==> src/hw/rtl/compacting_value_list_store_macros.svh <==
// Assertion helpers used by the list store datapath.
// Every check samples on the rising edge of clk and is off while rst is high.
`ifndef COMPACTING_VALUE_LIST_STORE_MACROS_SVH
`define COMPACTING_VALUE_LIST_STORE_MACROS_SVH

// Implication in the same cycle.
`define CVLS_ASSERT_NOW(label, ante, cons, msg) \
  label: assert property (@(posedge clk) disable iff (rst) (ante) |-> (cons)) \
    else $error(msg);

// Implication checked in the next cycle.
`define CVLS_ASSERT_NEXT(label, ante, cons, msg) \
  label: assert property (@(posedge clk) disable iff (rst) (ante) |=> (cons)) \
    else $error(msg);

`endif

==> src/hw/rtl/cvls_pkg.sv <==
package cvls_pkg;

  localparam int DEPTH   = 64;
  localparam int IDX_W   = (DEPTH > 1) ? $clog2(DEPTH) : 1;
  localparam int CNT_W   = $clog2(DEPTH + 1);
  localparam int WORD_W  = 32;
  localparam int POS_W   = 7;
  localparam int COUNT_W = 7;
  localparam int CMP_W   = ((CNT_W > POS_W) ? CNT_W : POS_W) + 1;

  typedef logic [CNT_W-1:0]   cnt_t;
  typedef logic [WORD_W-1:0]  word_t;
  typedef logic [POS_W-1:0]   pos_t;
  typedef logic [COUNT_W-1:0] count_t;
  typedef logic [CMP_W-1:0]   cmp_t;

  typedef enum logic [2:0] {
    CMD_APPEND = 3'd0,
    CMD_DELETE = 3'd1,
    CMD_MEMBER = 3'd2,
    CMD_READ   = 3'd3,
    CMD_CLEAR  = 3'd4
  } cmd_e;

  typedef enum logic [1:0] {
    ST_OK        = 2'd0,
    ST_FULL      = 2'd1,
    ST_NOT_FOUND = 2'd2,
    ST_RANGE     = 2'd3
  } status_e;

  // Controller to datapath commands.
  typedef struct packed {
    logic load;   // capture the incoming transaction
    logic exec;   // run the captured command against the cell row
  } ctl_cmd_t;

endpackage

==> src/hw/rtl/cvls_ctrl.sv <==
module cvls_ctrl (
  input  logic               clk,
  input  logic               rst,
  input  logic               cmd_valid,
  output logic               cmd_stall,
  output logic               rsp_valid,
  input  logic               rsp_stall,
  output cvls_pkg::ctl_cmd_t ctl
);

  typedef enum logic [2:0] {
    S_IDLE = 3'b001,
    S_EXEC = 3'b010,
    S_DONE = 3'b100
  } state_t;

  state_t state;
  state_t state_next;
  logic   accept;

  // Take a new transaction when idle, or when the pending response leaves.
  assign cmd_stall = !((state == S_IDLE) || ((state == S_DONE) && !rsp_stall));
  assign accept    = cmd_valid && !cmd_stall;
  assign rsp_valid = (state == S_DONE);

  assign ctl.load = accept;
  assign ctl.exec = (state == S_EXEC);

  always_comb begin
    state_next = state;
    unique case (state)
      S_IDLE: begin
        if (accept) state_next = S_EXEC;
      end
      S_EXEC: begin
        state_next = S_DONE;
      end
      S_DONE: begin
        if (!rsp_stall) state_next = accept ? S_EXEC : S_IDLE;
      end
      default: begin
        state_next = S_IDLE;
      end
    endcase
  end

  always_ff @(posedge clk) begin
    if (rst) begin
      state <= S_IDLE;
    end else begin
      state <= state_next;
    end
  end

endmodule

==> config.mk <==
export PLATFORM = sky130hd
export DESIGN_NAME = cvls_ctrl
export DESIGN_NICKNAME = d
export VERILOG_FILES = /design/src/hw/rtl/compacting_value_list_store_macros.svh /design/src/hw/rtl/cvls_pkg.sv /design/src/hw/rtl/cvls_ctrl.sv
export SDC_FILE = /design/constraint.sdc
export NUM_CORES = 1
export LEC_CHECK = 0
export ABC_CLOCK_PERIOD_IN_PS = 1600
export BUFFER_PORTS_ARGS = -buffer_cell sky130_fd_sc_hd__buf_2
export CAP_MARGIN = 40
export CORE_AREA = 3 3 40 42
export CTS_CLUSTER_SIZE = 20
export DETAILED_ROUTE_END_ITERATION = 12
export DIE_AREA = 0 0 43 45
export PLACE_DENSITY = 0.35
export SETUP_SLACK_MARGIN = 0.15
export SYNTH_ARGS = -nofsm -noshare
export SYNTH_HDL_FRONTEND = slang
export SYNTH_SLANG_ARGS = --single-unit
export TNS_END_PERCENT = 10
==> constraint.sdc <==
create_clock -name clk -period 1.6 [get_ports clk]
set_clock_uncertainty 0.1 [all_clocks]
set_input_delay 0.4 -clock clk [delete_from_list [all_inputs] [get_ports clk]]
set_output_delay 0.4 -clock clk [all_outputs]
set_load 0.05 [all_outputs]
==> results.py, run 1 <==
metrics = {
    "run_status": {
        "run_status": "complete, but fails checks",
        "violations_in_the_final_reports": "negative setup slack",
    },
    "timing": {
        "drv_slew": 0,
        "unrepaired_setup_endpoints_after_global_routing": "true",
        "layout_setup_ws_ns": -0.0659,
        "final.period_utilization_pct": 104,
        "timing_hold_violations_final": 0,
        "timing.slew.headroom_pct": 86.9,
        "setup_viol": 1,
        "timing.fmax_mhz": 600,
        "worstMarginPinSlew_ns": 0.194,
        "finalCriticalPeriod_ns": 1.67,
        "holdWs_ns": 0.265,
    },
    "drt": {
        "dr_total_vias": 203,
        "routed_wire_length_per_instance_um": 10.6,
        "remaining_drc_errors": 0,
        "drt_wl_total_um": 581,
        "detail_route.iter0.violations": 1,
        "ant_nets": 0,
        "drt-pass1-iter-count": 2,
        "routed_via_density": 3.69,
    },
    "power": {
        "power_frac_seq_pct": 26.9,
        "power.density_cell_area_nw_per_um2": 814,
        "comb_power_share_pct": 32.6,
        "total_leakage_power_nw": 0.164,
        "power.net_switching_w": 0.0000913,
        "switching_share_pct": 28.9,
        "vdd_ir_drop_max_mv": 0.276,
        "internal-power_w": 0.000225,
        "post-layout-total-power_w": 0.000316,
        "share_clk_of_total_power_pct": 40.6,
    },
    "global_route": {
        "grt_pass1_wl_um": 1050,
        "via_count_of_the_first_global_routing_pass": 231,
        "grt_max_degree": 6,
        "grt_remaining_overflow": 0,
        "global_route.usage.total_pct": 7.92,
        "antenna_found_initial": 0,
    },
    "synth": {
        "flip_flop_and_latch_count_after_synthesis": 3,
        "synth.yosys.warnings": 0,
        "synth_area_um2": 165,
        "mappedNetlistNets": 25,
        "synth.yosys.seq_area_share_pct": 36.4,
        "yosys.area.top_type": "dfxtp_1",
        "synth_top_cells_by_area": "dfxtp_1, nand2b_1, nor2_1",
        "synth_cell_type_count": 12,
        "synthesis.instances": 21,
        "synth.avg_cell_area_um2": 7.86,
        "synthDominantCellAreaShare_pct": 36.4,
    },
    "setup_path": {
        "arrival_worst_endpoint_ns": 1.17,
        "worst-setup-path-type": "reg2out",
        "crit_path_end_kind": "output port",
        "path_max_fanout": 5,
        "rr_worst_depth": 8,
        "worst_ep_required_time_ns": 1.10,
        "critical_path_startpoint_category": "register",
    },
    "finish": {
        "p_r_area_growth_vs_syn_pct": 135,
        "fill_cells": 147,
        "number_of_flip_flops_in_the_largest_register": 3,
        "num-nets-final": 45,
        "most_common_cell_after_layout_fill_and_taps_aside": "buf_6",
        "leading_cell_types_in_the_layout_fill_and_taps_excluded": "buf_6, buf_4, nand2b_1, clkbuf_4, buf_2",
        "top_register": "state",
        "post_route_cells_drive_above_1_share_pct": 67.5,
        "largest_registers": "state x3",
        "antenna_cells_inserted": 0,
        "postLayoutCellArea_um2": 388,
    },
    "clocking": {
        "clock_insertion_delay_at_the_later_pin_of_the_skew_report_ns": 0.23,
        "clock_path_buffers": 2,
        "postCtsHoldBufs": 0,
        "clock-sinks": 3,
        "clk_root_buffer_cell": "clkbuf_4",
        "htree_levels": 1,
        "cts.reportedPaths.clkPinSlew_ns": 0.04,
        "tritoncts": "done",
        "tritoncts.num_buffers": 3,
    },
    "place": {
        "io_buffer_count": 7,
        "place_hpwl_um": 306,
        "gpl.final_weighted_congestion": 0.708,
        "placedInstanceArea_um2": 236,
    },
    "floorplan": {
        "die_area_um2": 1940,
        "overall_die_height_um": 45,
        "rows": 13,
        "die_w_um": 43,
        "design.core.area_um2": 1280,
        "design.portCount": 8,
        "floorplan.initialDensity_pct": 12.9,
    },
    "job": {
        "max_cap_viol_count": 0,
    },
    "hold_path": {
        "worstHoldPathCells": 2,
        "worstHoldPathType": "in2reg",
    },
}
==> stage by stage <==
stage	setup slack (ns)	std cells	utilization, %	setup TNS (ns)
2_1_floorplan	-0.00297	21	-	-0.00297
3_3_place_gp	-0.00772	45	18.4	-0.00772
3_5_place_dp	-0.0229	45	18.4	-0.0229
4_1_cts	-0.0466	55	29.3	-0.0466
5_1_grt	-0.113	55	30.2	-0.144
6_report	-0.0659	55	30.2	-0.0659
==> final timing paths <==
check | from | to | slack [ns]
hold / removal | rst | state[1] | 0.27
hold reg to reg | state[2] | state[2] | 0.46
setup reg to reg | state[2] | state[1] | 0.07
setup / recovery | state[2] | cmd_stall | -0.07
==> what timing repair did <==
item / CTS / global route
setup endpoints to repair: 4 / 5
gates resized for setup: 22 / 2
setup buffers: 6 / 0
pin swaps: 5 / 2
==> logic make-up (layout without fill, tap and decap cells) <==
group | after synthesis | count (layout) | synth area share [%]
simple gates | 13 | 13 | 41.7
flops | 3 | 3 | 36.4
compound gates | 2 | 2 | 9.09
buf+inv | 2 | 21 | 6.82
mux | 1 | 1 | 6.06
==> synthesized netlist by cell type <==
cell type / n
a211oi_1: 1
buf_4: 1
dfxtp_1: 3
inv_1: 1
mux2i_1: 1
nand2b_1: 3
nand3b_1: 1
nor2_1: 5
nor3_1: 2
nor3b_1: 1
o31ai_1: 1
or2_1: 1
==> power by group through the flow <==
stage	Clock (W)	Sequential, W	Combinational [W]
2_1_floorplan	0	0.0000845	0.0000416
6_report	0.000128	0.0000848	0.000103
3_5_place_dp	0	0.0000854	0.0000589
4_1_cts	0.000138	0.0000835	0.0000983
3_3_place_gp	0	0.0000855	0.0000584
5_1_grt	0.000144	0.0000860	0.000110
==> layout make-up <==
class | count | area, um2 | area share [%]
repair buffers | 16 | 146 | 37.7
multi-input cells | 16 | 124 | 31.9
well taps | 15 | 18.8 | 4.84
clock buffers | 4 | 26.3 | 6.77
inverters | 1 | 3.75 | 0.968
flip-flops and latches | 3 | 68.8 | 17.7
==> per-layer routing <==
metal	track usage [%]	part of all wire (%)	routed length, um	vias up
met1	9.18	44	256	91
met4	7.23	0	0	0
met3	2.39	4.1	24	0
li1	-	-	-	108
met2	11.7	52	300	4
met5	0	0	0	-
==> worst max-delay path, cell delays in order (launching register included) <==
cell and delay [ns]:
dfxtp_4 0.36, mux2i_4 0.19, or2_1 0.24, buf_6 0.15
(Power assumes the default switching activity.)
==> inputs of run 2 (changes only) <==
Settings changed: CTS_BUF_LIST from default to sky130_fd_sc_hd__clkbuf_4 sky130_fd_sc_hd__clkbuf_8.
==> results.py, run 2 (same netlist as run 1, synthesis figures left out) <==
metrics = {
    "drt": {
        "ant_nets": 0,
        "drt_wl_total_um": 579,
        "routed_via_density": 3.69,
        "routed_wire_length_per_instance_um": 10.5,
        "drt-pass1-iter-count": 2,
        "dr_total_vias": 203,
        "remaining_drc_errors": 0,
        "detail_route.iter0.violations": 2,
    },
    "power": {
        "vdd_ir_drop_max_mv": 0.275,
        "power.net_switching_w": 0.0000910,
        "power.density_cell_area_nw_per_um2": 849,
        "comb_power_share_pct": 31.0,
        "power_frac_seq_pct": 25.5,
        "internal-power_w": 0.000241,
        "switching_share_pct": 27.4,
        "share_clk_of_total_power_pct": 43.5,
        "total_leakage_power_nw": 0.167,
    },
    "finish": {
        "largest_registers": "state x3",
        "post_route_cells_drive_above_1_share_pct": 70.0,
        "postLayoutCoreUtil_pct": 30.5,
        "most_common_cell_after_layout_fill_and_taps_aside": "buf_6",
        "antenna_cells_inserted": 0,
        "top_register": "state",
        "leading_cell_types_in_the_layout_fill_and_taps_excluded": "buf_6, clkbuf_4, buf_4, nand2b_1, buf_2",
        "p_r_area_growth_vs_syn_pct": 137,
        "num-nets-final": 45,
        "number_of_flip_flops_in_the_largest_register": 3,
        "postLayoutCellArea_um2": 392,
    },
    "setup_path": {
        "worst-setup-path-type": "reg2out",
        "setup.worst_path.end": "cmd_stall",
        "worst-r2r-setup-slack_ns": 0.07,
        "path_max_fanout": 5,
        "rr_worst_depth": 8,
        "reg2reg_from": "state[2]",
        "critical_path_startpoint_category": "register",
        "worst_ep_required_time_ns": 1.10,
        "arrival_worst_endpoint_ns": 1.17,
        "crit_path_end_kind": "output port",
        "worstSetupStartpoint": "state[2]",
        "critical_path.reg2reg.endpoint": "state[1]",
    },
    "place": {
        "place_hpwl_um": 306,
        "gpl.final_weighted_congestion": 0.708,
        "placedInstanceArea_um2": 236,
        "io_buffer_count": 7,
    },
    "global_route": {
        "grt_remaining_overflow": 0,
        "grt_pass1_wl_um": 1050,
        "antenna_found_initial": 0,
        "global_route.usage.total_pct": 7.92,
        "via_count_of_the_first_global_routing_pass": 231,
        "grt_max_degree": 6,
    },
    "timing": {
        "finalCriticalPeriod_ns": 1.67,
        "timing.fmax_mhz": 601,
        "layout_setup_ws_ns": -0.0652,
        "setup_total_negative_slack_ns": -0.0652,
        "timing.slew.headroom_pct": 86.9,
        "final.period_utilization_pct": 104,
        "unrepaired_setup_endpoints_after_global_routing": "true",
        "drv_slew": 0,
        "setup_viol": 1,
        "timing_hold_violations_final": 0,
        "worstMarginPinSlew_ns": 0.194,
    },
    "floorplan": {
        "design.core.area_um2": 1280,
        "die_w_um": 43,
        "rows": 13,
        "floorplan.initialDensity_pct": 12.9,
        "die_area_um2": 1940,
        "design.portCount": 8,
        "overall_die_height_um": 45,
    },
    "clocking": {
        "clk_root_buffer_cell": "clkbuf_4",
        "tritoncts": "done",
        "clock_insertion_delay_at_the_later_pin_of_the_skew_report_ns": 0.23,
        "clock-sinks": 3,
        "htree_levels": 1,
        "tritoncts.num_buffers": 3,
        "clock_path_buffers": 2,
        "cts.reportedPaths.clkPinSlew_ns": 0.04,
    },
    "run_status": {
        "violations_in_the_final_reports": "negative setup slack",
        "run_status": "complete, but fails checks",
    },
    "hold_path": {
        "worstHoldPathType": "in2reg",
    },
    "job": {
        "max_cap_viol_count": 0,
    },
}
## run 2: cell counts in the layout (fill, tap and decap cells not counted)
Identical to the previous run, type by type.
## run 2: worst min-delay path by stage
stage | depth (start not counted) | slack (ns) | from | end
2_1_floorplan | 1 | 0.37 | rst | state[2]
3_3_place_gp | 1 | 0.44 | state[0] | state[2]
3_5_place_dp | 1 | 0.43 | state[0] | state[2]
4_1_cts | 2 | 0.26 | rst | state[1]
5_1_grt | 2 | 0.26 | rst | state[1]
6_report | 2 | 0.27 | rst | state[1]
## run 2: what timing repair did
| item | in CTS | in global routing |
|---|---|---|
| buffers inserted | 6 | 0 |
| pin swaps | 5 | 2 |
| hold buffers | 0 | 0 |
| endpoints found under the setup margin | 4 | 5 |
| resized for setup | 22 | 2 |
## run 2: routing by layer
layer  track usage (%)  part of all wire, %  up-vias
met5                 0                    0        -
met4              7.23                    0        0
met3              2.39                  4.1        0
met2              11.7                   51        4
met1              9.18                   44       91
li1                  -                    -      108
## run 2: per-stage QoR
stage          instances  setup WS (ns)  power (W)  hold WS (ns)
2_1_floorplan         21       -0.00297   0.000126         0.373
3_3_place_gp          45       -0.00772   0.000144         0.440
3_5_place_dp          45        -0.0229   0.000144         0.427
4_1_cts               55        -0.0450   0.000335         0.258
5_1_grt               55         -0.113   0.000356         0.259
6_report              55        -0.0652   0.000332         0.266
## run 2: power by group through the flow
stage / clock [W] / combinational (W) / sequential (W)
2_1_floorplan: 0 / 0.0000416 / 0.0000845
3_3_place_gp: 0 / 0.0000584 / 0.0000855
3_5_place_dp: 0 / 0.0000589 / 0.0000854
4_1_cts: 0.000153 / 0.0000983 / 0.0000835
5_1_grt: 0.000161 / 0.000110 / 0.0000860
6_report: 0.000145 / 0.000103 / 0.0000848
## run 2: worst max-delay path: stages, from the launching register on
cell and delay, ns:
dfxtp_4 0.36, mux2i_4 0.19, or2_1 0.24, buf_6 0.15
## run 2: area by class of cell
| class | count | area [um2] |
|---|---|---|
| multi-input cells | 16 | 124 |
| clock buffers | 4 | 30.0 |
| inverters | 1 | 3.75 |
| flip-flops and latches | 3 | 68.8 |
| fillers | 145 | 893 |
| repair buffers | 16 | 146 |
| well taps | 15 | 18.8 |
==> inputs of run 3 (changes only) <==
Settings changed: CELL_PAD_IN_SITES_DETAIL_PLACEMENT from default to 0, CELL_PAD_IN_SITES_GLOBAL_PLACEMENT from default to 2, CORE_AREA 3 3 40 42 to 4 4 41 43, DIE_AREA 0 0 43 45 to 0 0 45 47, PLACE_DENSITY 0.35 to 0.51.
==> results.py, run 3 (same netlist as run 1, synthesis figures left out) <==
metrics = {
    "drt": {
        "dr_total_vias": 201,
        "drt_wl_total_um": 449,
        "detail_route.iter0.violations": 0,
        "remaining_drc_errors": 0,
        "drt-pass1-iter-count": 1,
        "routed_via_density": 4.10,
        "routed_wire_length_per_instance_um": 9.16,
        "ant_nets": 0,
    },
    "floorplan": {
        "die_w_um": 45,
        "die_area_um2": 2120,
        "design.core.area_um2": 1300,
        "design.portCount": 8,
        "floorplan.initialDensity_pct": 12.7,
        "rows": 13,
        "overall_die_height_um": 47,
    },
    "timing": {
        "drv_slew": 0,
        "unrepaired_setup_endpoints_after_global_routing": "true",
        "timing.slew.headroom_pct": 86.6,
        "holdWs_ns": 0.247,
        "timing_hold_violations_final": 0,
        "setup_viol": 1,
        "final.period_utilization_pct": 103,
        "timing.fmax_mhz": 608,
        "finalCriticalPeriod_ns": 1.65,
        "layout_setup_ws_ns": -0.0451,
        "worstMarginPinSlew_ns": 0.199,
    },
    "clocking": {
        "clock_insertion_delay_at_the_later_pin_of_the_skew_report_ns": 0.23,
        "tritoncts.num_buffers": 3,
        "clk_root_buffer_cell": "clkbuf_4",
        "post-cts-setup-buffer-count": 0,
        "clock_path_buffers": 2,
        "postCtsHoldBufs": 0,
        "htree_levels": 1,
        "cts.reportedPaths.clkPinSlew_ns": 0.04,
        "tritoncts": "done",
        "clock-sinks": 3,
    },
    "global_route": {
        "grt_remaining_overflow": 0,
        "grt_max_degree": 6,
        "antenna_found_initial": 0,
        "grt_pass1_wl_um": 648,
        "global_route.usage.total_pct": 5.05,
        "via_count_of_the_first_global_routing_pass": 196,
    },
    "setup_path": {
        "critical_path_cell_with_the_highest_stage_delay": "dfxtp_4",
        "buffer_and_inverter_count_on_the_worst_path": 1,
        "max_stage_delay_ns": 0.36,
        "path_max_fanout": 5,
        "critical_path_startpoint_category": "register",
        "worst_ep_required_time_ns": 1.10,
        "cp_top_family": "flip-flops",
        "path_cells": "mux2i_4, or2_1, buf_6",
        "crit_path_end_kind": "output port",
        "worst-setup-path-type": "reg2out",
        "arrival_worst_endpoint_ns": 1.15,
    },
    "finish": {
        "p_r_area_growth_vs_syn_pct": 103,
        "largest_registers": "state x3",
        "num-nets-final": 39,
        "regArea_um2": 67.6,
        "multiInputGateArea_um2": 129,
        "leading_cell_types_in_the_layout_fill_and_taps_excluded": "clkbuf_4, nor2_1, buf_2, buf_6, buf_4",
        "antenna_cells_inserted": 0,
        "most_common_cell_after_layout_fill_and_taps_aside": "clkbuf_4",
        "top_register": "state",
        "number_of_flip_flops_in_the_largest_register": 3,
        "post_route_cells_drive_above_1_share_pct": 58.8,
        "fill_cells": 154,
    },
    "run_status": {
        "run_status": "complete, but fails checks",
        "violations_in_the_final_reports": "negative setup slack",
    },
    "hold_path": {
        "worstHoldPathType": "in2reg",
    },
    "power": {
        "total_leakage_power_nw": 0.133,
        "power.density_cell_area_nw_per_um2": 920,
        "vdd_ir_drop_max_mv": 0.320,
    },
    "place": {
        "gpl.final_weighted_congestion": 0.755,
        "place_worst_setup_slack_ns": -0.0438,
        "io_buffer_count": 7,
    },
    "job": {
        "max_cap_viol_count": 0,
    },
}
## run 3: worst reg2reg max path: cells and delay by family, from the launching register on
family           cells  cell delay [ns]
AO/OA/AOI/OAI        1             0.10
flip-flops           1             0.34
AND/OR/NAND/NOR      2             0.43
## run 3: power by group
part	internal [W]	total (W)	switching (W)	leakage, nW
registers	0.0000777	0.0000850	0.00000733	0.0255
clock network	0.000110	0.000148	0.0000376	0.0184
logic	0.0000340	0.0000757	0.0000417	0.0892
## run 3: path summary, 6_finish.rpt
| path | cells past startpoint | to | slack (ns) | startpoint |
|---|---|---|---|---|
| max | 3 | cmd_stall | -0.05 | state[2] |
| min | 2 | state[2] | 0.25 | rst |
| max reg2reg | 3 | state[0] | 0.51 | state[1] |
| min reg2reg | 2 | state[2] | 0.44 | state[1] |
## run 3: metal layers
layer	vias up	GRT usage (%)	part of all wire, %
li1	95	-	-
met2	6	7.06	50
met3	4	1.53	7.6
met4	0	10.5	5.1
met1	96	3.85	37
met5	-	0	0
## run 3: timing repair
action / in CTS / in global routing
pin swaps: 4 / 2
setup endpoints to repair: 4 / 4
gates resized for setup: 13 / 6
## run 3: layout make-up
cell class / count / share of cell area, %
Multi-Input combinational cell: 16 / 38.4
Sequential cell: 3 / 20.1
Inverter: 1 / 1.12
Clock buffer: 4 / 8.96
Tap cell: 15 / 5.60
Timing Repair Buffer: 10 / 25.7
## run 3: metrics by stage
step | std cells | power [W] | area [um2] | utilization [%] | TNS [ns]
floorplan | 21 | 0.000126 | 168 | - | -0.00297
global placement | 45 | 0.000145 | 236 | 18.2 | -0.0442
detailed placement | 45 | 0.000144 | 236 | 18.2 | -0.0438
CTS | 49 | 0.000307 | 302 | 23.2 | -0.0852
global route | 49 | 0.000323 | 335 | 25.8 | -0.109
finish | 49 | 0.000309 | 335 | 25.8 | -0.0451
